**src/hw/rtl/skic_pkg.sv**
```systemverilog
// Shared constants, types and codes of the sparse kernel convolution core
package skic_pkg;

   // sizing
   localparam int MAX_DIM    = 256;
   localparam int MAX_TAPS   = 16;
   localparam int MAX_OFFSET = 7;

   localparam int DIM_BITS      = $clog2(MAX_DIM);
   localparam int PIX_ADDR_BITS = 2 * DIM_BITS;
   localparam int PIX_DEPTH     = MAX_DIM * MAX_DIM;
   localparam int TAP_BITS      = (MAX_TAPS > 1) ? $clog2(MAX_TAPS) : 1;
   localparam int CNT_BITS      = $clog2(MAX_TAPS + 1);

   // field widths
   localparam int CMD_W      = 2;
   localparam int COORD_W    = 8;
   localparam int PIX_W      = 8;
   localparam int TIDX_W     = 4;
   localparam int OFF_W      = 4;
   localparam int WEIGHT_W   = 16;
   localparam int DIMCFG_W   = 9;
   localparam int TAPCFG_W   = 5;
   localparam int CSR_IDX_W  = 2;
   localparam int CSR_DATA_W = 9;
   localparam int FRAC_BITS  = 8;

   // arithmetic widths
   localparam int POS_W  = DIMCFG_W + 1;
   localparam int PROD_W = PIX_W + 1 + WEIGHT_W;
   localparam int ACC_W  = PROD_W + TAP_BITS;

   // command codes
   localparam logic [CMD_W-1:0] CMD_WRITE_PIXEL = 2'd0;
   localparam logic [CMD_W-1:0] CMD_WRITE_TAP   = 2'd1;
   localparam logic [CMD_W-1:0] CMD_COMPUTE     = 2'd2;

   // register indexes
   localparam logic [CSR_IDX_W-1:0] REG_IMAGE_WIDTH  = 2'd0;
   localparam logic [CSR_IDX_W-1:0] REG_IMAGE_HEIGHT = 2'd1;
   localparam logic [CSR_IDX_W-1:0] REG_TAP_COUNT    = 2'd2;

   // one kernel tap as held in the tap memory
   typedef struct packed {
      logic signed [OFF_W-1:0]    dx;
      logic signed [OFF_W-1:0]    dy;
      logic signed [WEIGHT_W-1:0] weight;
   } tap_type;

   localparam int TAP_W = $bits(tap_type);

   // per-tap tag that travels with a tap down the pipeline
   typedef struct packed {
      logic valid;
      logic first;
      logic last;
      logic hit;
   } pipe_ctl_type;

endpackage

```
**src/hw/rtl/skic_accum.sv**
```systemverilog
// Multiply-accumulate and clamp stage for the convolution sum
module skic_accum (
   input  logic                                 clock,
   input  logic                                 reset,
   input  skic_pkg::pipe_ctl_type               ctl,
   input  logic [skic_pkg::PIX_W-1:0]           pixel,
   input  logic signed [skic_pkg::WEIGHT_W-1:0] weight,
   output logic                                 finish,
   output logic                                 rsp_valid,
   output logic [skic_pkg::PIX_W-1:0]           value
);
   import skic_pkg::*;

   pipe_ctl_type             d_ff;
   logic signed [PROD_W-1:0] prod_ff, prod_in;
   logic signed [ACC_W-1:0]  acc_ff, sum;
   logic [PIX_W-1:0]         value_ff, value_in;
   logic                     valid_ff;

   always_comb begin
      // off-image taps contribute nothing
      if (ctl.hit) begin
         prod_in = $signed({1'b0, pixel}) * weight;
      end else begin
         prod_in = '0;
      end
      sum     = (d_ff.first ? ACC_W'(0) : acc_ff) + ACC_W'(prod_ff);
      if (sum[ACC_W-1]) begin
         value_in = '0;
      end else if (|sum[ACC_W-2:FRAC_BITS+PIX_W]) begin
         value_in = '1;
      end else begin
         value_in = sum[FRAC_BITS+PIX_W-1:FRAC_BITS];
      end
   end

   always_ff @(posedge clock) begin
      if (reset) begin
         d_ff     <= '0;
         valid_ff <= 1'b0;
      end else begin
         d_ff     <= ctl;
         valid_ff <= d_ff.valid && d_ff.last;
      end
      prod_ff <= prod_in;
      if (d_ff.valid) begin
         acc_ff <= sum;
      end
      if (d_ff.valid && d_ff.last) begin
         value_ff <= value_in;
      end
   end

   assign finish    = d_ff.valid && d_ff.last;
   assign rsp_valid = valid_ff;
   assign value     = value_ff;

endmodule

```
**config.mk**
```make
export PLATFORM = sky130hd
export DESIGN_NAME = skic_accum
export DESIGN_NICKNAME = d
export VERILOG_FILES = /design/src/hw/rtl/skic_pkg.sv /design/src/hw/rtl/skic_accum.sv
export SDC_FILE = /design/constraint.sdc
export NUM_CORES = 1
export LEC_CHECK = 0
export BUFFER_PORTS_ARGS = -buffer_cell sky130_fd_sc_hd__buf_2
export CORE_UTILIZATION = 39
export CTS_BUF_LIST = sky130_fd_sc_hd__clkbuf_8 sky130_fd_sc_hd__clkbuf_16
export DETAILED_ROUTE_END_ITERATION = 6
export HOLD_SLACK_MARGIN = 0.15
export SLEW_MARGIN = 20
export SYNTH_ARGS = -nofsm -noshare
export SYNTH_HDL_FRONTEND = slang
export SYNTH_SLANG_ARGS = --single-unit
```
**constraint.sdc**
```tcl
create_clock -name clock -period 10.35 [get_ports clock]
set_clock_uncertainty 0.05 [all_clocks]
set_input_delay 1.5525 -clock clock [delete_from_list [all_inputs] [get_ports clock]]
set_output_delay 1.5525 -clock clock [all_outputs]
set_load 0.02 [all_outputs]
```
Word-level counts from Yosys, hierarchy flattened
Index checks and enable logic that the tools add are counted.
{"block": "word_totals", "romBits": 0, "latchBits": 0, "ram_bits": 0, "memories": 0, "wordCells": 13, "in_bits": 30, "output_inout_bits": 10, "regBits": 66}
{"block": "classes", "bitwise_logic": 0, "eq_ne": 0, "n_mux": 2, "n_shift": 0, "n_lt_le_gt_ge": 0, "multipliers": 1, "n_addsub": 1, "reduce_logical": 2, "n_div": 0}
{"cell": "$add A29 B25 Y29", "count": 1}
{"cell": "$mux W29", "count": 1}
{"cell": "$mul A9 B16 Y25", "count": 1}
{"cell": "$reduce_or A12 Y1", "count": 1}
{"cell": "$mux W8", "count": 1}
{"cell": "$logic_and A1 B1 Y1", "count": 1}

Depth between registers and ports, before layout
{"block": "depth", "depth_word": 4, "ltp_mapped": 20, "depth_no_buf": 19}

Worst setup path before layout
Ideal clock, no wire load.
{"block": "synth_path", "path_kind": "input -> register", "start": "in pixel[2] in the netlist's numbering", "end": "reg prod_ff[23]", "required_time_ns": 10.182, "setup_time_ns": 0.118, "path_buffers": 1, "setup_slack_ns": 4.278, "cell_stages": 19, "t_arrival_ns": 5.904, "path_cell_list": "clkbuf_1 -> nand2_1 -> fa_1 -> inv_1 -> fa_1 -> fa_1 -> inv_1 -> fa_1 -> inv_1 -> ha_1 -> a21o_1 -> a21oi_1 -> nor2_1 -> a21oi_1 -> o311ai_0 -> o211ai_1 -> o21ai_0 -> a221o_1 -> mux2i_1"}
{"block": "synth_between", "elab_chain_len": 1}
{"item": "start, declared", "line": "skic_accum.sv:6", "source": "input logic [skic_pkg::PIX_W-1:0] pixel,"}
{"item": "$mul A9 B16 Y25", "line": "skic_accum.sv:23", "source": "prod_in = $signed({1'b0, pixel}) * weight;"}
{"item": "end signal, assigned", "line": "skic_accum.sv:45", "source": "prod_ff <= prod_in;"}
{"item": "end, declared", "line": "skic_accum.sv:15", "source": "logic signed [PROD_W-1:0] prod_ff, prod_in;"}
Every way passes these cells.
A chain may end at the register's enable or synchronous reset.

Worst setup path in the final report
Ends and elaborated chain as after synthesis.

==> flow_metrics.py <==
metrics = {
    "die": {
        "die_w_um": 149,
        "die-area_um2": 22200,
        "num_io_pins": 40,
        "coreArea_um2": 21200,
        "die_y_um": 149,
        "start_util_pct": 39.9,
        "std_cell_rows": 53,
    },
    "logic_synthesis": {
        "ys.flop_type": "edfxtp_1",
        "synth_top_area_cell": "fa_1",
        "avgSynthCellArea_um2": 9.02,
        "synth_warnings": 0,
        "synthArstFlopShare_pct": 0,
        "synthTopCellsByArea": "fa_1, edfxtp_1, ha_1, inv_1, dfxtp_1",
        "synth_edf_count": 37,
        "ys_seq_area_share_pct": 20.0,
        "synth_top_area_share_pct": 24.4,
        "netlist_instances": 936,
        "synthesis.area_um2": 8450,
        "syn_nets": 1147,
        "synthDistinctLibCells": 56,
        "ys_ff_latch": 66,
    },
    "global_route": {
        "grt_pass1_wl_um": 30000,
        "track_usage_pct": 16.8,
        "overflow": 0,
        "grt_antenna_before_repair": 0,
        "first_global_vias": 6187,
        "grt_max_degree": 31,
    },
    "worst_hold_path": {
        "hold_class": "reg -> reg",
        "hold_depth": 1,
    },
    "timing": {
        "rsz0062_at_grt": "false",
        "fin_tns_setup_ns": 0,
        "slew_viol_final": 0,
        "setup_viol": 0,
        "layout_setup_ws_ns": 4.24,
        "min_period_ns": 6.11,
        "holdWs_ns": 0.494,
        "fmax_ghz": 0.164,
        "worstMarginPinSlew_ns": 0.813,
        "hold_viol_final": 0,
        "period_share_pct": 59.0,
        "maxSlewHeadroom_pct": 45.4,
    },
    "pwr": {
        "p_sw_share_pct": 46.2,
        "p_int_mw": 1.27,
        "power_switching_mw": 1.09,
        "seqPwrFrac_pct": 17.7,
        "leakage_nw": 4.46,
        "ir_worst_vdd_mv": 0.114,
        "p_clk_share_pct": 13.2,
        "p_comb_share_pct": 69.1,
        "cellPowerDensity_nw_per_um2": 256,
    },
    "setup_path": {
        "cp_max_fo": 16,
        "r2r_cells": 14,
        "crit_path_start_kind": "input pin",
        "reg2reg_slack_ns": 6.05,
        "endpoint_kind": "flip-flop",
        "critPathKind": "in -> reg",
        "worstPathArrival_ns": 6.32,
        "cp.required_ns": 10.56,
    },
    "drt": {
        "wl_um": 16800,
        "met2_length_um": 7400,
        "drcViolationCount": 0,
        "drt_iter0_markers": 228,
        "ant_nets": 0,
        "wl_met1_um": 8780,
        "routed.top_layer": "met4",
        "wl_met3_um": 435,
        "wl_per_cell_um": 13.5,
        "drt-pass1-iter-count": 5,
        "viasPerCell": 4.81,
        "vias": 5993,
    },
    "place": {
        "dpl.hpwl_um": 13800,
        "place.gp.congestion": 0.818,
        "place_ws_ns": 3.86,
        "io_buffer_count": 39,
    },
    "cells_and_area": {
        "multi_input_comb_area_um2": 6020,
        "drive_gt1_share_pct": 7.00,
        "nets": 1178,
        "ff_latch_area_um2": 1690,
        "syn2layout_area_growth_pct": 9.17,
        "diodes": 0,
        "fillers": 2124,
    },
    "clock_network": {
        "clk_pin_slew_ns": 0.06,
        "postCtsSetupBuffers": 0,
        "ctsHoldBuffers": 0,
        "cts-buffers-inserted": 9,
        "cts_resized": 0,
        "insertion_delay_ns": 0.34,
        "cts-root-buf": "clkbuf_16",
        "ctsHtreeMaxLevel": 3,
        "cts_tree": "done",
        "clock-sinks": 66,
        "clock_path_buffers": 2,
    },
    "run": {
        "maxCapViolCount": 0,
    },
    "outcome": {
        "status": "finished, final reports clean",
    },
}
## synth_stat cells (5+ instances only)
cell type,count
inv_1,172
fa_1,103
nand2_1,88
and2_1,81
ha_1,78
a21oi_1,46
nor2_1,39
edfxtp_1,37
nor2b_1,34
xnor2_1,32
dfxtp_1,29
o21ai_0,21
clkbuf_1,20
a21o_1,18
a31oi_1,14
xor2_1,13
and3_1,10
nand3_1,10
o21bai_1,10
nand2b_1,8
nor3_1,8
o21a_1,7
a211oi_1,5
## registers in the layout (all words and copies together), names as in the netlist
name and count:
acc_ff 29, d_ff 3, prod_ff 25, rsp_valid 1
value 8
## critical path: stages
cell	delay [ns]
buf_2	0.27
nand2_1	0.13
fa_1	0.55
inv_1	0.05
fa_1	0.49
inv_1	0.05
fa_1	0.46
fa_1	0.54
inv_1	0.04
ha_1	0.28
inv_1	0.07
o21ai_0	0.25
nand2_1	0.12
o311ai_0	0.40
o211ai_1	0.21
o21ai_0	0.42
a221o_1	0.25
mux2i_1	0.18
## cell type report
class	count	area share [%]
Timing Repair Buffer	41	2.28
Sequential cell	66	18.3
Multi-Input combinational cell	676	65.3
Tap cell	275	3.73
Clock buffer	9	2.44
Inverter	173	7.04
Clock inverter	7	0.882
## power groups by stage
stage / Combinational (mW) / Clock [mW] / Sequential (mW)
after floorplan: 1.33 / 0 / 0.417
after global placement: 1.62 / 0 / 0.422
after detailed placement: 1.64 / 0 / 0.422
after CTS: 1.65 / 0.319 / 0.418
after global routing: 1.89 / 0.331 / 0.424
final: 1.63 / 0.312 / 0.417
## worst paths after layout
kind | startpoint | endpoint
max | pixel[2] | prod_ff[23]
min | prod_ff[0] | acc_ff[0]
max reg2reg | d_ff[2] | value[2]
min reg2reg | prod_ff[0] | acc_ff[0]
## per-layer routing
metal | up-vias | global-route usage [%]
met5 | - | 0
met2 | 102 | 26.7
li1 | 3083 | -
met1 | 2797 | 24.4
met4 | 0 | 4.64
met3 | 11 | 1.41
## logic make-up (layout without fill, tap and decap cells)
| group | after synthesis | count (layout) | share of synthesized area, % |
|---|---|---|---|
| multiplexers | 4 | 4 | 0.474 |
| XOR/XNOR | 45 | 45 | 4.67 |
| AO/OA/AOI/OAI | 149 | 149 | 11.7 |
| flip-flops | 66 | 66 | 20.0 |
| adder cells (fa/ha/maj) | 181 | 181 | 36.0 |
| AND/OR/NAND/NOR | 297 | 297 | 18.5 |
| buffers and inverters | 194 | 230 | 8.71 |
## cells in the final DEF (no fill, tap or decap), types with 5 or more instances in the layout
cell type  netlist  layout
a21oi_1         46      46
o21a_1           7       7
ha_1            78      78
xor2_1          13      13
o21bai_1        10      10
inv_1          172     172
edfxtp_1        37      37
nand2_1         88      88
and3_1          10      10
buf_2            0      39
nor2b_1         34      34
nand2b_1         8       8
a211oi_1         5       5
nor3_1           8       8
dfxtp_1         29      29
a31oi_1         14      14
and2_1          81      81
fa_1           103     103
nor2_1          39      39
clkbuf_16        0       9
a21o_1          18      18
xnor2_1         32      32
o21ai_0         21      21
nand3_1         10      10
## metrics by stage
stage	util, %	instances	power [mW]	instance area, um^2
floorplan	-	936	1.74	8450
global placement	42.1	1231	2.05	8910
detailed placement	42.1	1231	2.06	8910
CTS	43.6	1247	2.38	9220
global route	43.6	1247	2.65	9220
finish	43.6	1247	2.36	9220
Power figures use the tool's default switching activity.
