File: src/hw/rtl/skic_ram.sv
// Generic single-write, single-read synchronous RAM with registered read
module skic_ram #(
   parameter int WIDTH = 8,
   parameter int DEPTH = 16,
   localparam int ABITS = (DEPTH > 1) ? $clog2(DEPTH) : 1
) (
   input  logic             clock,
   input  logic             we,
   input  logic [ABITS-1:0] waddr,
   input  logic [WIDTH-1:0] wdata,
   input  logic             re,
   input  logic [ABITS-1:0] raddr,
   output logic [WIDTH-1:0] rdata
);

   logic [WIDTH-1:0] mem_ff [DEPTH];
   logic [WIDTH-1:0] rdata_ff;

   always_ff @(posedge clock) begin
      if (we) begin
         mem_ff[waddr] <= wdata;
      end
      if (re) begin
         rdata_ff <= mem_ff[raddr];
      end
   end

   assign rdata = rdata_ff;

endmodule

File: config.mk
export PLATFORM = sky130hd
export DESIGN_NAME = skic_ram
export DESIGN_NICKNAME = d
export VERILOG_FILES = /design/src/hw/rtl/skic_ram.sv
export SDC_FILE = /design/constraint.sdc
export NUM_CORES = 1
export LEC_CHECK = 0
export BUFFER_PORTS_ARGS = -buffer_cell sky130_fd_sc_hd__buf_2
export CAP_MARGIN = 30
export CORE_UTILIZATION = 54
export CTS_CLUSTER_DIAMETER = 30
export CTS_CLUSTER_SIZE = 8
export DETAILED_ROUTE_END_ITERATION = 16
export GPL_TIMING_DRIVEN = 0
export MAX_ROUTING_LAYER = met4
export PLACE_DENSITY = 0.74
export SYNTH_ARGS = -nofsm -noshare
export SYNTH_HDL_FRONTEND = slang
export SYNTH_SLANG_ARGS = --single-unit
File: constraint.sdc
create_clock -name clock -period 1.7 [get_ports clock]
set_clock_uncertainty 0.05 [all_clocks]
set_input_delay 0.17 -clock clock [delete_from_list [all_inputs] [get_ports clock]]
set_output_delay 0.17 -clock clock [all_outputs]
set_load 0.02 [all_outputs]
# Word level (Yosys, flattened, before mapping)
# Memory sizes are Yosys's and may differ from the RTL's. A register that Yosys moved wholly into a read port is not among the register bits.
# Cells that the tools add are included.
# totals
mem_bits_rw,128
output_inout_bits,8
mem_count,1
elab_cells,3
in_bits,19
register_bits,0
# mem_list
name,depth,width,rd,rd_ports_with_merged_regs,write_ports,line,rtl
mem_ff,16,8,1,1,1,16,logic [WIDTH-1:0] mem_ff [DEPTH];
# classes
mux,2
# op_table
op,count
1-bit 2-to-1 mux,2

# Logic depth before layout (Yosys ltp)
# Gate-level depths: netlist (run 1).
# depth
ltp_word,2
ltp_mapped,5
depth_no_buf,3

# Least setup slack after synthesis (run 1)
# No wires, ideal clock.
# synth_timing
path_type,input to register
start,input port waddr[2]
end,memory mem_ff[0][0] (enable)
setup_ns,0.383
n_path_buf,0
required_time_ns,1.267
cell_stages,2
setup_slack_ns,-0.013
arrival_ns,1.280
path_cell_list,or3b_2 > nor3_1
# synth_rtl
item,line,rtl
"start, declared",9,"input logic [ABITS-1:0] waddr,"
"end, declared",16,
# No word-level cell before the write port.

==> results of run 1 <==
## cell usage after synthesis
library cell	count
buf_6	3
nand3b_1	2
nand2b_1	2
or3b_2	1
and2b_1	1
and2_1	1
nor2_1	13
a22oi_1	16
buf_4	1
mux4_2	18
nand2_1	9
nand3_1	1
edfxtp_1	136
mux4_1	14
clkdlybuf4s25_2	3
buf_2	3
nor2b_1	1
nor3_1	4
## path summary, 6_finish.rpt
path           startpoint           end  slack, ns
max          mem_ff[7][7]      rdata[7]       0.08
min reg2reg  mem_ff[8][1]      rdata[1]       0.73
max reg2reg  mem_ff[7][7]      rdata[7]       0.08
min              wdata[3]  mem_ff[8][3]       0.01
## flip-flops by register name (all words and copies together), names as in the netlist
register and cells:
mem_ff 128, rdata 8
## where the power goes
part	internal, mW	total, mW	switching [mW]
clock network	1.91	3.18	1.27
registers	3.78	3.80	0.0168
logic	0.153	0.379	0.227
## cells by family (layout without fill, tap and decap cells)
group / Yosys count / in the layout / synth area share (%)
mux: 32 / 32 / 14.8
simple gates: 35 / 35 / 3.14
compound gates: 16 / 16 / 2.30
buf+inv: 10 / 74 / 1.65
flops: 136 / 136 / 78.1
## what timing repair did
item,in CTS,in global routing
setup endpoints to repair,0,0
setup buffers,0,0
hold buffers,4,0
hold endpoints to repair,38,0
## placed cells by master, fill, tap and decap left out
cell type        instances
and2b_1                  1
clkbuf_16               16
and2_1                   1
nand3_1                  1
nand3b_1                 2
nor3_2                   1
clkinv_1                 3
or3b_2                   1
buf_4                    2
clkinv_2                 4
mux4_2                  18
clkdlybuf4s25_2          3
nor3_1                   3
clkinvlp_4               3
nor2b_1                  1
buf_6                    3
nand2b_1                 2
mux4_1                  14
dlygate4sd3_1            4
a22oi_1                 16
buf_2                   30
nand2_1                  9
edfxtp_1               136
bufinv_16                1
clkbuf_1                 1
nor2_1                  13
clkinv_4                 3
clkbuf_8                 1
## through the flow
step	setup TNS [ns]	total power [mW]	area (µm²)
finish	0	7.36	6100
global route	0	7.55	6100
CTS	0	7.38	6100
detailed placement	-6.05	4.24	5540
global placement	-10.78	4.22	5520
floorplan	0	4.07	5230
## critical path, cell delays in order (launching register included)
cell and delay, ns:
edfxtp_1 0.37, mux4_2 0.53, a22oi_1 0.28, nand2_1 0.13
## layer usage
layer / up-vias / part of all wire, % / track usage [%]
met1: 1251 / 41 / 29.2
met4: 0 / 2.4 / 11.6
met2: 103 / 51 / 34.7
met3: 21 / 6.3 / 3.97
met5: - / 0 / -
li1: 1084 / - / -
## cell type report
cell class                 count  area, µm²  share of cell area, %
multi-input combinational     83       1060                   17.4
tap                          129        161                   2.64
buffer                        10       86.3                   1.41
clock buffer                  18        418                   6.85
timing repair buffer          32        183                   2.99
sequential                   136       4080                   66.9
clock inverter                14        110                   1.80
==> out/results.tsv, run 1 <==
stage	metric	value	unit
layout	Layout Cells excl Fill	422	
route	DR WL/cell	23.2	µm
sta	final setup fails	0	
placed_design	minimum setup slack after placement	-0.205	ns
route	final antenna-violating net count	0	
yosys	mean cell area of the mapped netlist	22.8	µm²
floorplanning	core area	9330	µm²
floorplanning	Die X	100	µm
grt	total global routing track utilization	22.5	%
yosys	Yosys warning total	0	
placed_design	total instance count after detailed placement	386	
worst_setup_path	crit end category	register	
cts	clock-pin transition on the worst setup and hold timing paths	0.06	ns
yosys	post-synthesis net count	248	
layout	fraction of layout instances using a drive strength above 1	29.4	%
pwr	leakage power of the design	2.04	nW
sta	number of pins exceeding their max-slew limit in the final report	0	
worst_setup_path	maximum fanout count along the critical path	1	
min_path	cell depth of the worst min-delay path	1	
layout	Net count, final	299	
yosys	register bit total from synthesis	136	
sta	count of endpoints failing hold in the final timing report	0	
route	number of search-and-repair iterations in the first detailed-routing pass	4	
sta	Worst Slack Setup Final	0.0811	ns
cts	root buf cell	clkbuf_8	
placed_design	detailed placer's ending HPWL	6170	µm
grt	first-pass GRT wire length	14800	µm
placed_design	Buffers on Ports	25	
floorplanning	initial standard-cell utilization of the core	56.0	%
floorplanning	number of rows in the core area	35	
layout	area delta synth->final	16.8	%
sta	RSZ-0062 raised after global routing	no	
grt	gr ovfl total	0	
yosys	sequential area share after synthesis	78.1	%
yosys	Syn Inst Count	229	
sta	highest clock rate	618	MHz
worst_setup_path	data required time of the worst path	1.90	ns
worst_setup_path	classification of the worst setup path	reg2reg	
route	1st-iter DRT viols	224	
worst_setup_path	worst reg-to-reg path cell count	3	
layout	count of antenna diodes in the layout	0	
route	DRC violation count after routing	0	
placed_design	weighted congestion reported at the end of routability-driven placement	0.724	
sta	relative slew slack	46.6	%
yosys	leading post-synthesis cells by cell area	edfxtp_1, mux4_2, mux4_1, a22oi_1, nor2_1	
grt	number of global-route vias before repair	2524	
sta	Worst Hold Margin	0.0114	ns
yosys	cell type with the highest aggregate area in the netlist	edfxtp_1	
min_path	worst min-delay path class	in2reg	
sta	share of the clock period used by the worst path	95.2	%
status	run status	finished, final reports clean	
cts	clock tree from TritonCTS	built	
yosys	Syn Std Cell Area	5230	µm²
layout	count of fill cells added during filler insertion	600	
cts	number of resized instances in the post-cts repair step	0	
grt	pin count of the biggest net entering global routing	17	
sta	pin slew with the least headroom to its limit	0.798	ns
sta	clock period minus final worst setup slack	1.62	ns
layout	final core utilization	65.4	%
worst_setup_path	data arrival time of the critical path	1.82	ns
cts	number of CTS-inserted buffers	17	
floorplanning	total die area	10100	µm²
cts	Sink Count	136	
cts	buffers from clock root to sink, at most	2	
cts	clock latency on the worst-skew pair	0.51	ns
grt	antenna violations before repair	0	
pwr	Power per Cell Area	1210	nW/µm²
job	max-cap violations	0	
yosys	proportion of netlist area held by the largest area contributor	78.1	%
route	via count normalized by instance count	5.83	
cts	H-tree level count	4	
route	DR vias	2459	
pwr	IR drop worst, VDD	0.858	mV
worst_setup_path	startpoint class of the critical path	register	
route	wire length reported by the detailed router	9770	µm
floorplanning	die height	100	µm
floorplanning	top-level port count	27	
yosys	number of library cell types mapped by synthesis	18	
No activity file was read; power rests on OpenSTA's default activity.
==> run 2: changes to the inputs <==
==> constraint.sdc (replaced) <==
create_clock -name clock -period 1.7 [get_ports clock]
set_clock_uncertainty 0.05 [all_clocks]
set_input_delay 0.34 -clock clock [delete_from_list [all_inputs] [get_ports clock]]
set_output_delay 0.34 -clock clock [all_outputs]
set_load 0.02 [all_outputs]
==> run 2 against run 1 <==
  * Via count down 0.41%
  * Highest routed layer unchanged
  * Sequential power is essentially flat
  * Sequential share of layout area is 0.44 points higher
  * Critical endpoint is now rdata[2]
  * Core utilization down 0.43 points
==> out/results.tsv, run 2 (synthesized netlist as in run 1, its figures left out) <==
stage	metric	value	unit
status	run status	finished, final reports clean	
floorplanning	core area	9330	µm²
cts	clock-pin transition on the worst setup and hold timing paths	0.06	ns
cts	clock latency on the worst-skew pair	0.51	ns
cts	H-tree level count	4	
grt	antenna violations before repair	0	
worst_setup_path	reg-to-reg setup timing slack	0.09	ns
layout	area delta synth->final	16.0	%
grt	first-pass GRT wire length	14700	µm
route	met2 wire len	4950	µm
sta	final setup fails	0	
route	DR vias	2449	
sta	RSZ-0062 raised after global routing	no	
placed_design	cell area after placement	5540	µm²
sta	share of the clock period used by the worst path	94.6	%
min_path	Hold Path End	rdata[1]	
layout	area of combinational cells with multiple inputs	1060	µm²
layout	number of flip-flops in the largest register	128	
sta	highest clock rate	622	MHz
route	number of search-and-repair iterations in the first detailed-routing pass	4	
pwr	IR drop worst, VDD	0.853	mV
worst_setup_path	maximum fanout count along the critical path	1	
floorplanning	Die X	100	µm
cts	buffers from clock root to sink, at most	2	
layout	final core utilization	65.0	%
floorplanning	number of rows in the core area	35	
sta	relative slew slack	45.8	%
cts	clock tree from TritonCTS	built	
floorplanning	die height	100	µm
layout	leading cell types in the layout, fill and taps excluded	edfxtp_1, buf_2, mux4_2, a22oi_1, clkbuf_16	
worst_setup_path	slowest stage cell, crit path	mux4_1	
route	DRC violation count after routing	0	
route	final antenna-violating net count	0	
placed_design	detailed placer's ending HPWL	6170	µm
layout	fraction of layout instances using a drive strength above 1	29.8	%
worst_setup_path	Buf+Inv Stages, Crit Path	0	
route	highest routing layer actually used	met4	
worst_setup_path	data required time of the worst path	1.90	ns
route	1st-iter DRT viols	178	
worst_setup_path	classification of the worst setup path	reg2reg	
grt	gr ovfl total	0	
worst_setup_path	crit end category	register	
grt	total global routing track utilization	22.4	%
layout	Final Cell Area	6060	µm²
worst_setup_path	data arrival time of the critical path	1.81	ns
sta	Worst Hold Margin	0.115	ns
layout	register containing the most flip-flops in the final layout	mem_ff	
cts	number of CTS-inserted buffers	17	
sta	pin slew with the least headroom to its limit	0.810	ns
job	max-cap violations	0	
route	DR WL/cell	23.3	µm
floorplanning	top-level port count	27	
worst_setup_path	Reg-to-Reg End	rdata[2]	
route	routed length on met3	301	µm
worst_setup_path	delay contributed by the slowest stage of the critical path	0.56	ns
sta	number of pins exceeding their max-slew limit in the final report	0	
cts	Post-CTS Repair Setup Buffers	0	
cts	root buf cell	clkbuf_8	
pwr	total power	7.36	mW
floorplanning	total die area	10100	µm²
route	Metal-1 WL	4310	µm
min_path	cell depth of the worst min-delay path	1	
worst_setup_path	gate family responsible for the most delay along the worst path	multiplexers	
min_path	worst hold start	re	
layout	register cell area after layout	4080	µm²
route	via count normalized by instance count	5.86	
placed_design	Buffers on Ports	25	
pwr	Power per Cell Area	1210	nW/µm²
floorplanning	initial standard-cell utilization of the core	56.0	%
cts	Sink Count	136	
cts	number of resized instances in the post-cts repair step	0	
route	wire length reported by the detailed router	9740	µm
layout	most common cell after layout, fill and taps aside	edfxtp_1	
worst_setup_path	worst reg-to-reg path cell count	3	
grt	number of global-route vias before repair	2495	
placed_design	weighted congestion reported at the end of routability-driven placement	0.724	
layout	count of antenna diodes in the layout	0	
grt	pin count of the biggest net entering global routing	17	
min_path	worst min-delay path class	in2reg	
worst_setup_path	worst reg2reg startpoint	mem_ff[5][2]	
worst_setup_path	series of cell instances along the critical path	mux4_1 > a22oi_1 > nand2_1	
layout	Net count, final	295	
layout	count of fill cells added during filler insertion	604	
sta	clock period minus final worst setup slack	1.61	ns
cts	# hold bufs at CTS	0	
pwr	leakage power of the design	2.02	nW
sta	count of endpoints failing hold in the final timing report	0	
worst_setup_path	startpoint class of the critical path	register	
run 2: how the worst max path moves through the flow:
stage | start | to | slack [ns] | depth (start not counted)
final | mem_ff[5][2] | rdata[2] | 0.09 | 3
after global routing | mem_ff[7][7] | rdata[7] | 0.06 | 3
after CTS | mem_ff[7][7] | rdata[7] | 0.09 | 3
after detailed placement | waddr[2] | mem_ff[1][2] | -0.37 | 3
after global placement | waddr[2] | mem_ff[8][1] | -0.46 | 3
after floorplan | raddr[0] | rdata[1] | 0.03 | 5
run 2: final cells by class:
type / count / area share, %
plain buffers: 10 / 1.42
clock buffers: 18 / 6.89
clock inverters: 14 / 1.82
multi-input cells: 83 / 17.5
flip-flops and latches: 136 / 67.3
well taps: 129 / 2.66
repair buffers: 28 / 2.35
run 2: through the flow:
| stage | setup TNS, ns | setup slack (ns) | cells |
|---|---|---|---|
| detailed placement | -19.59 | -0.375 | 386 |
| floorplan | 0 | 0.0276 | 229 |
| global placement | -25.13 | -0.459 | 383 |
| global route | 0 | 0.0628 | 418 |
| CTS | 0 | 0.0903 | 418 |
| finish | 0 | 0.0910 | 418 |
run 2: report_power, final:
group          switching, mW  internal, mW
Combinational          0.226         0.147
Clock                   1.28          1.91
Sequential            0.0168          3.78
run 2: worst reg2reg max path, stage by stage, from the launching register on:
cell	delay, ns
edfxtp_1	0.37
mux4_1	0.56
a22oi_1	0.28
nand2_1	0.09
run 2: routing by layer:
metal	vias to the layer above	global-route usage, %
li1	1077	-
met5	-	-
met4	0	11.6
met2	88	34.4
met1	1273	29.1
met3	11	3.97
